### src/rtl/imugc_pkg.sv
// ----------------------------------------------------------------------------
// imugc_pkg
// Shared types, register indexes, gesture codes and reset constants for the
// IMU gesture classifier.
// ----------------------------------------------------------------------------
`default_nettype none

package imugc_pkg;

    // default sample rate of the yaw integrator
    localparam int SAMPLE_RATE_HZ_DEF = 100;

    // fixed field widths
    localparam int TIME_W  = 32;
    localparam int AXIS_W  = 16;
    localparam int CFG_W   = 16;
    localparam int LEVEL_W = 15;
    localparam int IDX_W   = 3;
    localparam int SQ_W    = 31;  // one squared axis, or a squared threshold
    localparam int SUMSQ_W = 32;  // sum of three squared axes

    // Q8.8 constants
    localparam int GRAVITY_Q8      = 2511;
    localparam int SHAKE_RATE_X_Q8 = 1536;
    localparam int STAB_AY_Q8      = -2048;
    localparam int STAB_NET_Q8     = 1792;

    // register reset values
    localparam logic [CFG_W-1:0]   HOLD_TIME_RST   = 16'd800;
    localparam logic [CFG_W-1:0]   COOLDOWN_RST    = 16'd300;
    localparam int                 HARD_FLICK_RST  = 6400;
    localparam int                 FLICK_RST       = 3840;
    localparam int                 SHAKE_RST       = 2048;
    localparam logic [LEVEL_W-1:0] SWIPE_RATE_RST  = 15'd1024;
    localparam logic [LEVEL_W-1:0] CIRCLE_RATE_RST = 15'd512;

    // squared thresholds (level plus gravity, squared)
    localparam logic [SQ_W-1:0] HARD_FLICK_SQ_RST =
        SQ_W'((HARD_FLICK_RST + GRAVITY_Q8) * (HARD_FLICK_RST + GRAVITY_Q8));
    localparam logic [SQ_W-1:0] FLICK_SQ_RST =
        SQ_W'((FLICK_RST + GRAVITY_Q8) * (FLICK_RST + GRAVITY_Q8));
    localparam logic [SQ_W-1:0] SHAKE_SQ_RST =
        SQ_W'((SHAKE_RST + GRAVITY_Q8) * (SHAKE_RST + GRAVITY_Q8));
    localparam logic [SQ_W-1:0] STAB_SQ =
        SQ_W'((STAB_NET_Q8 + GRAVITY_Q8) * (STAB_NET_Q8 + GRAVITY_Q8));

    // register indexes
    typedef enum logic [IDX_W-1:0] {
        REG_HOLD_TIME   = 3'd0,
        REG_COOLDOWN    = 3'd1,
        REG_HARD_FLICK  = 3'd2,
        REG_FLICK       = 3'd3,
        REG_SHAKE       = 3'd4,
        REG_SWIPE_RATE  = 3'd5,
        REG_CIRCLE_RATE = 3'd6
    } t_reg_idx;

    // gesture codes
    typedef enum logic [3:0] {
        GEST_NONE        = 4'd0,
        GEST_FLICK       = 4'd1,
        GEST_HARD_FLICK  = 4'd2,
        GEST_SWIPE_LEFT  = 4'd3,
        GEST_SWIPE_RIGHT = 4'd4,
        GEST_SHAKE       = 4'd5,
        GEST_CIRCLE      = 4'd6,
        GEST_STAB        = 4'd7,
        GEST_HOLD        = 4'd8
    } t_gesture;

    // configuration as seen by the decision logic
    typedef struct packed {
        logic [CFG_W-1:0]   hold_time_ms;
        logic [CFG_W-1:0]   cooldown_ms;
        logic [SQ_W-1:0]    hard_flick_sq;
        logic [SQ_W-1:0]    flick_sq;
        logic [SQ_W-1:0]    shake_sq;
        logic [LEVEL_W-1:0] swipe_rate;
        logic [LEVEL_W-1:0] circle_rate_min;
    } t_cfg;

    // registered sample with squared accelerations
    typedef struct packed {
        logic                     valid;
        logic [TIME_W-1:0]        now;
        logic [SQ_W-1:0]          sq_x;
        logic [SQ_W-1:0]          sq_y;
        logic [SQ_W-1:0]          sq_z;
        logic signed [AXIS_W-1:0] ay;
        logic signed [AXIS_W-1:0] gx;
        logic signed [AXIS_W-1:0] gz;
        logic                     button;
    } t_sample;

endpackage

`default_nettype wire

### src/rtl/imu_gesture_classifier.sv
// ----------------------------------------------------------------------------
// imu_gesture_classifier
// Classifies one IMU sample per transaction into one gesture code.
//
// Input channel (i_in_valid / o_in_ready) carries a timestamp, three
// accelerations, x and z rates and the button bit. Output channel
// (o_out_valid / i_out_ready) carries one gesture code per sample.
// Configuration is a plain write port (i_cfg_we, i_cfg_idx, i_cfg_wdata);
// acceleration levels are squared at write time by one shared squarer.
// Path: a sample accepted into the input register (with axis squares)
// passes through the decision logic into the output register. Throughput:
// one sample per cycle while the receiver does not stall, set by the single
// pass through the decision logic, whose state feeds back on each advance.
// When the receiver stalls, the result holds in the output register, one
// more sample waits in the input register, then o_in_ready drops.
// Synchronous reset clears the pipeline, hold timer, cooldown time and
// yaw integral and loads the register defaults.
// ----------------------------------------------------------------------------
`default_nettype none

module imu_gesture_classifier #(
    parameter int SAMPLE_RATE_HZ = imugc_pkg::SAMPLE_RATE_HZ_DEF
) (
    input  wire logic                                  i_clk,
    input  wire logic                                  i_rst_n,
    input  wire logic                                  i_cfg_we,
    input  wire logic [imugc_pkg::IDX_W-1:0]           i_cfg_idx,
    input  wire logic [imugc_pkg::CFG_W-1:0]           i_cfg_wdata,
    input  wire logic                                  i_in_valid,
    output      logic                                  o_in_ready,
    input  wire logic [imugc_pkg::TIME_W-1:0]          i_timestamp_ms,
    input  wire logic signed [imugc_pkg::AXIS_W-1:0]   i_accel_x,
    input  wire logic signed [imugc_pkg::AXIS_W-1:0]   i_accel_y,
    input  wire logic signed [imugc_pkg::AXIS_W-1:0]   i_accel_z,
    input  wire logic signed [imugc_pkg::AXIS_W-1:0]   i_rate_x,
    input  wire logic signed [imugc_pkg::AXIS_W-1:0]   i_rate_z,
    input  wire logic                                  i_button_held,
    output      logic                                  o_out_valid,
    input  wire logic                                  i_out_ready,
    output      logic [3:0]                            o_gesture
);

    imugc_pkg::t_cfg     w_cfg;
    imugc_pkg::t_sample  w_smp;
    imugc_pkg::t_gesture w_code;
    logic                w_load;
    logic                w_adv;
    logic                r_out_valid;
    logic [3:0]          r_gesture;

    // handshake: the input stage moves on when the output register is free
    assign w_adv      = w_smp.valid && (!r_out_valid || i_out_ready);
    assign o_in_ready = !w_smp.valid || w_adv;
    assign w_load     = i_in_valid && o_in_ready;

    imugc_cfg u_cfg (
        .i_clk       (i_clk),
        .i_rst_n     (i_rst_n),
        .i_cfg_we    (i_cfg_we),
        .i_cfg_idx   (i_cfg_idx),
        .i_cfg_wdata (i_cfg_wdata),
        .o_cfg       (w_cfg)
    );

    imugc_sample u_sample (
        .i_clk          (i_clk),
        .i_rst_n        (i_rst_n),
        .i_load         (w_load),
        .i_adv          (w_adv),
        .i_timestamp_ms (i_timestamp_ms),
        .i_accel_x      (i_accel_x),
        .i_accel_y      (i_accel_y),
        .i_accel_z      (i_accel_z),
        .i_rate_x       (i_rate_x),
        .i_rate_z       (i_rate_z),
        .i_button_held  (i_button_held),
        .o_sample       (w_smp)
    );

    imugc_decide #(
        .SAMPLE_RATE_HZ (SAMPLE_RATE_HZ)
    ) u_decide (
        .i_clk    (i_clk),
        .i_rst_n  (i_rst_n),
        .i_adv    (w_adv),
        .i_sample (w_smp),
        .i_cfg    (w_cfg),
        .o_code   (w_code)
    );

    // output register
    always_ff @(posedge i_clk) begin
        if (!i_rst_n) begin
            r_out_valid <= 1'b0;
        end else if (w_adv) begin
            r_out_valid <= 1'b1;
        end else if (i_out_ready) begin
            r_out_valid <= 1'b0;
        end
    end

    always_ff @(posedge i_clk) begin
        if (w_adv) begin
            r_gesture <= w_code;
        end
    end

    assign o_out_valid = r_out_valid;
    assign o_gesture   = r_gesture;

    // a stalled result never gets overwritten
    a_no_overwrite: assert property (@(posedge i_clk) disable iff (!i_rst_n)
        (r_out_valid && !i_out_ready) |-> !w_adv)
        else $error("result overwritten while stalled");

    // an accepted transaction occupies the input stage next cycle
    a_load_fills: assert property (@(posedge i_clk) disable iff (!i_rst_n)
        w_load |=> w_smp.valid)
        else $error("accepted transaction lost");

    // backpressure only when both stages are full and the output stalls
    a_ready_low: assert property (@(posedge i_clk) disable iff (!i_rst_n)
        !o_in_ready |-> (w_smp.valid && r_out_valid && !i_out_ready))
        else $error("input stalled without cause");

    // every transaction leaving the input stage produces a result
    a_adv_result: assert property (@(posedge i_clk) disable iff (!i_rst_n)
        w_adv |=> r_out_valid)
        else $error("result missing after decision pass");

endmodule

`default_nettype wire

### src/rtl/imugc_cfg.sv
// ----------------------------------------------------------------------------
// imugc_cfg
// Configuration registers. Acceleration levels are stored as the square of
// level plus gravity, computed by one shared squarer at write time.
// ----------------------------------------------------------------------------
`default_nettype none

module imugc_cfg (
    input  wire logic                              i_clk,
    input  wire logic                              i_rst_n,
    input  wire logic                              i_cfg_we,
    input  wire logic [imugc_pkg::IDX_W-1:0]       i_cfg_idx,
    input  wire logic [imugc_pkg::CFG_W-1:0]       i_cfg_wdata,
    output imugc_pkg::t_cfg                        o_cfg
);

    imugc_pkg::t_cfg r_cfg;
    logic [imugc_pkg::CFG_W-1:0] w_lvl_g;
    logic [2*imugc_pkg::CFG_W-1:0] w_lvl_sq;

    // level plus gravity, squared
    assign w_lvl_g  = {1'b0, i_cfg_wdata[imugc_pkg::LEVEL_W-1:0]}
                    + imugc_pkg::CFG_W'(imugc_pkg::GRAVITY_Q8);
    assign w_lvl_sq = w_lvl_g * w_lvl_g;

    // register file
    always_ff @(posedge i_clk) begin
        if (!i_rst_n) begin
            r_cfg.hold_time_ms    <= imugc_pkg::HOLD_TIME_RST;
            r_cfg.cooldown_ms     <= imugc_pkg::COOLDOWN_RST;
            r_cfg.hard_flick_sq   <= imugc_pkg::HARD_FLICK_SQ_RST;
            r_cfg.flick_sq        <= imugc_pkg::FLICK_SQ_RST;
            r_cfg.shake_sq        <= imugc_pkg::SHAKE_SQ_RST;
            r_cfg.swipe_rate      <= imugc_pkg::SWIPE_RATE_RST;
            r_cfg.circle_rate_min <= imugc_pkg::CIRCLE_RATE_RST;
        end else if (i_cfg_we) begin
            unique case (imugc_pkg::t_reg_idx'(i_cfg_idx))
                imugc_pkg::REG_HOLD_TIME: begin
                    r_cfg.hold_time_ms <= i_cfg_wdata;
                end
                imugc_pkg::REG_COOLDOWN: begin
                    r_cfg.cooldown_ms <= i_cfg_wdata;
                end
                imugc_pkg::REG_HARD_FLICK: begin
                    r_cfg.hard_flick_sq <= w_lvl_sq[imugc_pkg::SQ_W-1:0];
                end
                imugc_pkg::REG_FLICK: begin
                    r_cfg.flick_sq <= w_lvl_sq[imugc_pkg::SQ_W-1:0];
                end
                imugc_pkg::REG_SHAKE: begin
                    r_cfg.shake_sq <= w_lvl_sq[imugc_pkg::SQ_W-1:0];
                end
                imugc_pkg::REG_SWIPE_RATE: begin
                    r_cfg.swipe_rate <= i_cfg_wdata[imugc_pkg::LEVEL_W-1:0];
                end
                imugc_pkg::REG_CIRCLE_RATE: begin
                    r_cfg.circle_rate_min <= i_cfg_wdata[imugc_pkg::LEVEL_W-1:0];
                end
                default: begin
                end
            endcase
        end
    end

    assign o_cfg = r_cfg;

endmodule

`default_nettype wire

### src/rtl/imugc_sample.sv
// ----------------------------------------------------------------------------
// imugc_sample
// Input register stage: captures one sample transaction and squares the
// three acceleration axes on the way in.
// ----------------------------------------------------------------------------
`default_nettype none

module imugc_sample (
    input  wire logic                                  i_clk,
    input  wire logic                                  i_rst_n,
    input  wire logic                                  i_load,
    input  wire logic                                  i_adv,
    input  wire logic [imugc_pkg::TIME_W-1:0]          i_timestamp_ms,
    input  wire logic signed [imugc_pkg::AXIS_W-1:0]   i_accel_x,
    input  wire logic signed [imugc_pkg::AXIS_W-1:0]   i_accel_y,
    input  wire logic signed [imugc_pkg::AXIS_W-1:0]   i_accel_z,
    input  wire logic signed [imugc_pkg::AXIS_W-1:0]   i_rate_x,
    input  wire logic signed [imugc_pkg::AXIS_W-1:0]   i_rate_z,
    input  wire logic                                  i_button_held,
    output imugc_pkg::t_sample                         o_sample
);

    imugc_pkg::t_sample r_smp;
    logic signed [2*imugc_pkg::AXIS_W-1:0] w_sq_x;
    logic signed [2*imugc_pkg::AXIS_W-1:0] w_sq_y;
    logic signed [2*imugc_pkg::AXIS_W-1:0] w_sq_z;

    // squares are at most 2^30 and fit the low bits
    assign w_sq_x = i_accel_x * i_accel_x;
    assign w_sq_y = i_accel_y * i_accel_y;
    assign w_sq_z = i_accel_z * i_accel_z;

    // stage valid
    always_ff @(posedge i_clk) begin
        if (!i_rst_n) begin
            r_smp.valid <= 1'b0;
        end else if (i_load) begin
            r_smp.valid <= 1'b1;
        end else if (i_adv) begin
            r_smp.valid <= 1'b0;
        end
    end

    // payload
    always_ff @(posedge i_clk) begin
        if (i_load) begin
            r_smp.now    <= i_timestamp_ms;
            r_smp.sq_x   <= w_sq_x[imugc_pkg::SQ_W-1:0];
            r_smp.sq_y   <= w_sq_y[imugc_pkg::SQ_W-1:0];
            r_smp.sq_z   <= w_sq_z[imugc_pkg::SQ_W-1:0];
            r_smp.ay     <= i_accel_y;
            r_smp.gx     <= i_rate_x;
            r_smp.gz     <= i_rate_z;
            r_smp.button <= i_button_held;
        end
    end

    assign o_sample = r_smp;

endmodule

`default_nettype wire

### src/rtl/imugc_decide.sv
// ----------------------------------------------------------------------------
// imugc_decide
// Hold timer, cooldown gate, yaw integrator and the prioritized gesture
// tests. State advances once per transaction leaving the input stage.
// ----------------------------------------------------------------------------
`default_nettype none

module imugc_decide #(
    parameter int SAMPLE_RATE_HZ = imugc_pkg::SAMPLE_RATE_HZ_DEF
) (
    input  wire logic                      i_clk,
    input  wire logic                      i_rst_n,
    input  wire logic                      i_adv,
    input  imugc_pkg::t_sample             i_sample,
    input  imugc_pkg::t_cfg                i_cfg,
    output imugc_pkg::t_gesture            o_code
);

    localparam int YAW_LIMIT  = 12 * 256 * SAMPLE_RATE_HZ;
    localparam int YAW_CIRCLE = 6 * 256 * SAMPLE_RATE_HZ;
    localparam int YAW_W      = $clog2(YAW_LIMIT + 32769) + 1;
    localparam int TW         = imugc_pkg::TIME_W;
    localparam int RW         = imugc_pkg::AXIS_W + 1;

    logic [TW-1:0]           r_last;
    logic [TW-1:0]           r_hold_start;
    logic                    r_armed;
    logic signed [YAW_W-1:0] r_yaw;
    logic [TW-1:0]           n_last;
    logic [TW-1:0]           n_hold_start;
    logic                    n_armed;
    logic signed [YAW_W-1:0] n_yaw;

    logic [TW-1:0]                      w_dt_hold;
    logic [TW-1:0]                      w_dt_last;
    logic                               w_hold_fire;
    logic                               w_cooling;
    logic [imugc_pkg::SUMSQ_W-1:0]      w_sumsq;
    logic                               w_hard;
    logic                               w_flick;
    logic                               w_shake;
    logic                               w_stab;
    logic signed [RW-1:0]               w_gz;
    logic signed [RW-1:0]               w_gx;
    logic signed [RW-1:0]               w_swipe;
    logic [RW-1:0]                      w_agz;
    logic [RW-1:0]                      w_agx;
    logic                               w_left;
    logic                               w_right;
    logic                               w_circle;
    logic signed [YAW_W-1:0]            w_yaw_sum;
    logic [YAW_W-1:0]                   w_yaw_sum_mag;
    logic signed [YAW_W-1:0]            w_yaw_clip;
    logic [YAW_W-1:0]                   w_yaw_clip_mag;

    // time differences, modulo 2^32
    assign w_dt_hold = i_sample.now - r_hold_start;
    assign w_dt_last = i_sample.now - r_last;
    assign w_hold_fire = i_sample.button && r_armed
                      && (w_dt_hold >= TW'(i_cfg.hold_time_ms))
                      && (w_dt_last > TW'(i_cfg.cooldown_ms));
    assign w_cooling = w_dt_last < TW'(i_cfg.cooldown_ms);

    // magnitude tests on the squared sum
    assign w_sumsq = imugc_pkg::SUMSQ_W'(i_sample.sq_x)
                   + imugc_pkg::SUMSQ_W'(i_sample.sq_y)
                   + imugc_pkg::SUMSQ_W'(i_sample.sq_z);
    assign w_hard  = w_sumsq > imugc_pkg::SUMSQ_W'(i_cfg.hard_flick_sq);
    assign w_flick = w_sumsq > imugc_pkg::SUMSQ_W'(i_cfg.flick_sq);
    assign w_shake = (w_sumsq > imugc_pkg::SUMSQ_W'(i_cfg.shake_sq))
                  && (w_agx > RW'(imugc_pkg::SHAKE_RATE_X_Q8));
    assign w_stab  = (i_sample.ay < imugc_pkg::AXIS_W'(imugc_pkg::STAB_AY_Q8))
                  && (w_sumsq > imugc_pkg::SUMSQ_W'(imugc_pkg::STAB_SQ));

    // rate tests
    assign w_gz    = RW'(i_sample.gz);
    assign w_gx    = RW'(i_sample.gx);
    assign w_swipe = $signed({2'b00, i_cfg.swipe_rate});
    assign w_agz   = w_gz[RW-1] ? RW'(-w_gz) : RW'(w_gz);
    assign w_agx   = w_gx[RW-1] ? RW'(-w_gx) : RW'(w_gx);
    assign w_left  = w_gz > w_swipe;
    assign w_right = w_gz < -w_swipe;

    // yaw integrator with clip to zero past the angle limit
    assign w_yaw_sum      = r_yaw + YAW_W'(i_sample.gz);
    assign w_yaw_sum_mag  = w_yaw_sum[YAW_W-1] ? YAW_W'(-w_yaw_sum) : YAW_W'(w_yaw_sum);
    assign w_yaw_clip     = (w_yaw_sum_mag > YAW_W'(YAW_LIMIT)) ? '0 : w_yaw_sum;
    assign w_yaw_clip_mag = (w_yaw_sum_mag > YAW_W'(YAW_LIMIT)) ? '0 : w_yaw_sum_mag;
    assign w_circle = (w_yaw_clip_mag > YAW_W'(YAW_CIRCLE))
                   && (w_agz > {2'b00, i_cfg.circle_rate_min});

    // next state and gesture code
    always_comb begin
        n_last       = r_last;
        n_hold_start = r_hold_start;
        n_armed      = r_armed;
        n_yaw        = r_yaw;
        o_code       = imugc_pkg::GEST_NONE;

        if (i_sample.button) begin
            if (!r_armed) begin
                n_armed      = 1'b1;
                n_hold_start = i_sample.now;
            end
        end else begin
            n_armed = 1'b0;
        end

        priority if (w_hold_fire) begin
            n_last  = i_sample.now;
            n_armed = 1'b0;
            o_code  = imugc_pkg::GEST_HOLD;
        end else if (w_cooling) begin
            o_code = imugc_pkg::GEST_NONE;
        end else begin
            n_yaw = w_yaw_clip;
            priority if (w_hard) begin
                o_code = imugc_pkg::GEST_HARD_FLICK;
            end else if (w_flick) begin
                o_code = imugc_pkg::GEST_FLICK;
            end else if (w_shake) begin
                o_code = imugc_pkg::GEST_SHAKE;
            end else if (w_stab) begin
                o_code = imugc_pkg::GEST_STAB;
            end else if (w_left) begin
                o_code = imugc_pkg::GEST_SWIPE_LEFT;
            end else if (w_right) begin
                o_code = imugc_pkg::GEST_SWIPE_RIGHT;
            end else if (w_circle) begin
                n_yaw  = '0;
                o_code = imugc_pkg::GEST_CIRCLE;
            end else begin
                o_code = imugc_pkg::GEST_NONE;
            end
            if (o_code != imugc_pkg::GEST_NONE) begin
                n_last = i_sample.now;
            end
        end
    end

    // state registers
    always_ff @(posedge i_clk) begin
        if (!i_rst_n) begin
            r_last       <= '0;
            r_hold_start <= '0;
            r_armed      <= 1'b0;
            r_yaw        <= '0;
        end else if (i_adv) begin
            r_last       <= n_last;
            r_hold_start <= n_hold_start;
            r_armed      <= n_armed;
            r_yaw        <= n_yaw;
        end
    end

endmodule

`default_nettype wire

### config.mk
export PLATFORM = sky130hd
export DESIGN_NAME = imu_gesture_classifier
export DESIGN_NICKNAME = d
export VERILOG_FILES = /design/src/rtl/imugc_pkg.sv /design/src/rtl/imu_gesture_classifier.sv /design/src/rtl/imugc_cfg.sv /design/src/rtl/imugc_sample.sv /design/src/rtl/imugc_decide.sv
export SDC_FILE = /design/constraint.sdc
export NUM_CORES = 2
export LEC_CHECK = 0
export BUFFER_PORTS_ARGS = -buffer_cell sky130_fd_sc_hd__buf_2
export CAP_MARGIN = 20
export CORE_ASPECT_RATIO = 0.7
export CORE_MARGIN = 2
export CORE_UTILIZATION = 55
export CTS_CLUSTER_DIAMETER = 40
export CTS_CLUSTER_SIZE = 8
export DETAILED_ROUTE_END_ITERATION = 10
export GPL_TIMING_DRIVEN = 0
export PLACE_DENSITY = 0.75
export SKIP_LAST_GASP = 1
export SLEW_MARGIN = 20
export SYNTH_ARGS = -nofsm -noshare
export SYNTH_HDL_FRONTEND = slang
export SYNTH_HIERARCHICAL = 1
export SYNTH_SLANG_ARGS = --single-unit
### constraint.sdc
create_clock -name i_clk -period 26.8 [get_ports i_clk]
set_input_delay 5.36 -clock i_clk [delete_from_list [all_inputs] [get_ports i_clk]]
set_output_delay 5.36 -clock i_clk [all_outputs]
set_load 0.05 [all_outputs]
==> impl_metrics.toml <==
[sta]
max_freq_mhz = 67.43
skew_ns = 0.02550
rsz0062_at_grt = "no"
worst-slew-pin-transition_ns = 1.142
setup_viol = 0
finalCriticalPeriod_ns = 14.83
max-slew-margin-rel = 0.2360
min_period_over_period = 0.5533
slew_violations = 0
finalSetupTns_ns = 0
hold_viol_final = 0

[floorplan]
row_count = 102
boundaryPins = 143
die_x_um = 401.9
die_h_um = 282.6
die_area_um2 = 113600
core-area_um2 = 110300
initial_core_util = 0.5529

[cells_and_area]
drive_gt1_frac = 0.05388
multiInputGateArea_um2 = 44660
area_delta_synth_final_pct = 8.291
stdcell_count = 8621
seqCellArea_um2 = 9709
fillers = 9501
fin_nets = 8778
fin_area_um2 = 66020

[routing]
via_count = 48640
wire_per_inst_um = 18.72
first_pass_iters = 6
ant_nets = 0
wirelength_mm = 161.4
vias_per_cell = 5.642
drc = 0
drt_iter0_drc = 4175

[cts]
post_cts_resize_count = 0
clk_path_buf_depth = 3
hold_buffers = 0
htreeDepth = 3
numCtsBuffers = 72
clkTransAtPathRegs_ns = 0.05
worstSkewPairLatency_ns = 0.64
cts_tree = "done"
clock_sinks = 403
post_cts_buffers = 0
cts_root_buf = "clkbuf_16"

[worst_setup_path]
r2r_slack_ns = 19.71
startpoint_type = "input port"
critPathMaxStageDelay_ns = 0.90
worstSetupPathType = "in2reg"
reg2reg_depth = 23
cp_max_fo = 10
cpMaxStageDelayCell = "a2111oi_1"
required_ns = 27.34
endpoint_kind = "flip-flop"
cp.arrival_ns = 15.37
r2r_end = "u_decide/r_last[13]"
cp_common_cell = "inv_1"
rr_startpoint = "u_sample/o_sample[92]"

[worst_hold_path]
min-delay-start = "u_cfg/o_cfg[3]"
holdPathStages = 2
hold_class = "reg2reg"
min_to = "u_cfg/o_cfg[3]"

[outcome]
status = "finished, final reports clean"

[placed_design]
place_inst = 8502
placed_area_um2 = 63680
globalplace.congestion = 0.9579
dpl.hpwl_mm = 133.8
port_buffers = 125

[logic_synthesis]
synth_area_um2 = 60970
yosys_warnings = 6
avgSynthCellArea_um2 = 8.828
synth_cells = 6906

[grt]
grt_overflow = 0
grt_max_degree = 25
antenna_found_initial = 4
grt_pass1_vias = 49060
grt_first_pass_wirelength_mm = 261.9
grt_use_total = 0.2893

[job]
cap_violations = 0
## routing by layer
metal	up-vias	wire length, um	GRT usage
li1	22590	-	-
met1	23710	72850	0.4214
met2	2080	70210	0.4477
met3	260	14400	0.05281
met4	6	3884	0.06892
met5	-	39	0
## final cells by class
| class | instances | area share |
|---|---|---|
| diodes | 1 | 0.00003790 |
| plain buffers | 213 | 0.01539 |
| clock buffers | 95 | 0.02996 |
| clock inverters | 23 | 0.005325 |
| inverters | 1501 | 0.08534 |
| multi-input cells | 4796 | 0.6765 |
| flip-flops and latches | 403 | 0.1471 |
| well taps | 1456 | 0.02759 |
| repair buffers | 133 | 0.01281 |
## placed cells by master, fill, tap and decap left out, types with 53 or more instances in the layout
master,instances
o21a_1,57
nor2_1,333
nand3_1,117
xor2_1,76
xnor2_1,212
nand2_1,834
o21ai_0,146
a21o_1,93
o211ai_1,62
edfxtp_1,164
fa_1,887
a21oi_1,362
dfxtp_1,239
nand4_1,62
ha_1,634
and2_1,125
nor3_1,53
clkbuf_16,72
nand2b_1,53
inv_1,1491
buf_2,138
clkbuf_1,181
## registers in the layout, summed over array words and instances, names as in the netlist
signal	flops
u_cfg/o_cfg	152
u_decide/r_last	32
u_decide/r_hold_start	32
o_gesture	4
u_sample/o_sample	161
o_out_valid	1
u_decide/r_yaw	20
u_decide/r_armed	1
## critical path, delay by kind of cell
family | cells | cell delay, ns
fa+ha+maj | 8 | 3.69
buf+inv | 11 | 2.19
compound gates | 6 | 2.12
simple gates | 6 | 1.13
xor+xnor | 1 | 0.83
## worst max path at each step
stage	start	end	slack (ns)	depth (start not counted)
5_1_grt	i_cfg_wdata[0]	u_cfg/o_cfg[85]	11.61	32
3_5_place_dp	i_cfg_wdata[0]	u_cfg/o_cfg[122]	11.49	32
6_report	i_cfg_wdata[0]	u_cfg/o_cfg[114]	11.97	32
2_1_floorplan	i_out_ready	u_sample/o_sample[0]	13.13	2
4_1_cts	i_cfg_wdata[0]	u_cfg/o_cfg[91]	12.16	32
3_3_place_gp	i_out_ready	u_sample/o_sample[59]	9.20	3
## stage by stage
step | hold WS [ns] | utilization | setup slack (ns)
2_1_floorplan | 0.4344 | - | 13.13
3_3_place_gp | 0.4417 | 0.5753 | 9.197
3_5_place_dp | 0.4484 | 0.5775 | 11.49
4_1_cts | 0.4542 | 0.5987 | 12.16
5_1_grt | 0.4710 | 0.5987 | 11.61
6_report | 0.4543 | 0.5987 | 11.97
Power is not shown: default switching activity piles up to over one toggle a cycle in this logic, so the estimate is an artifact.
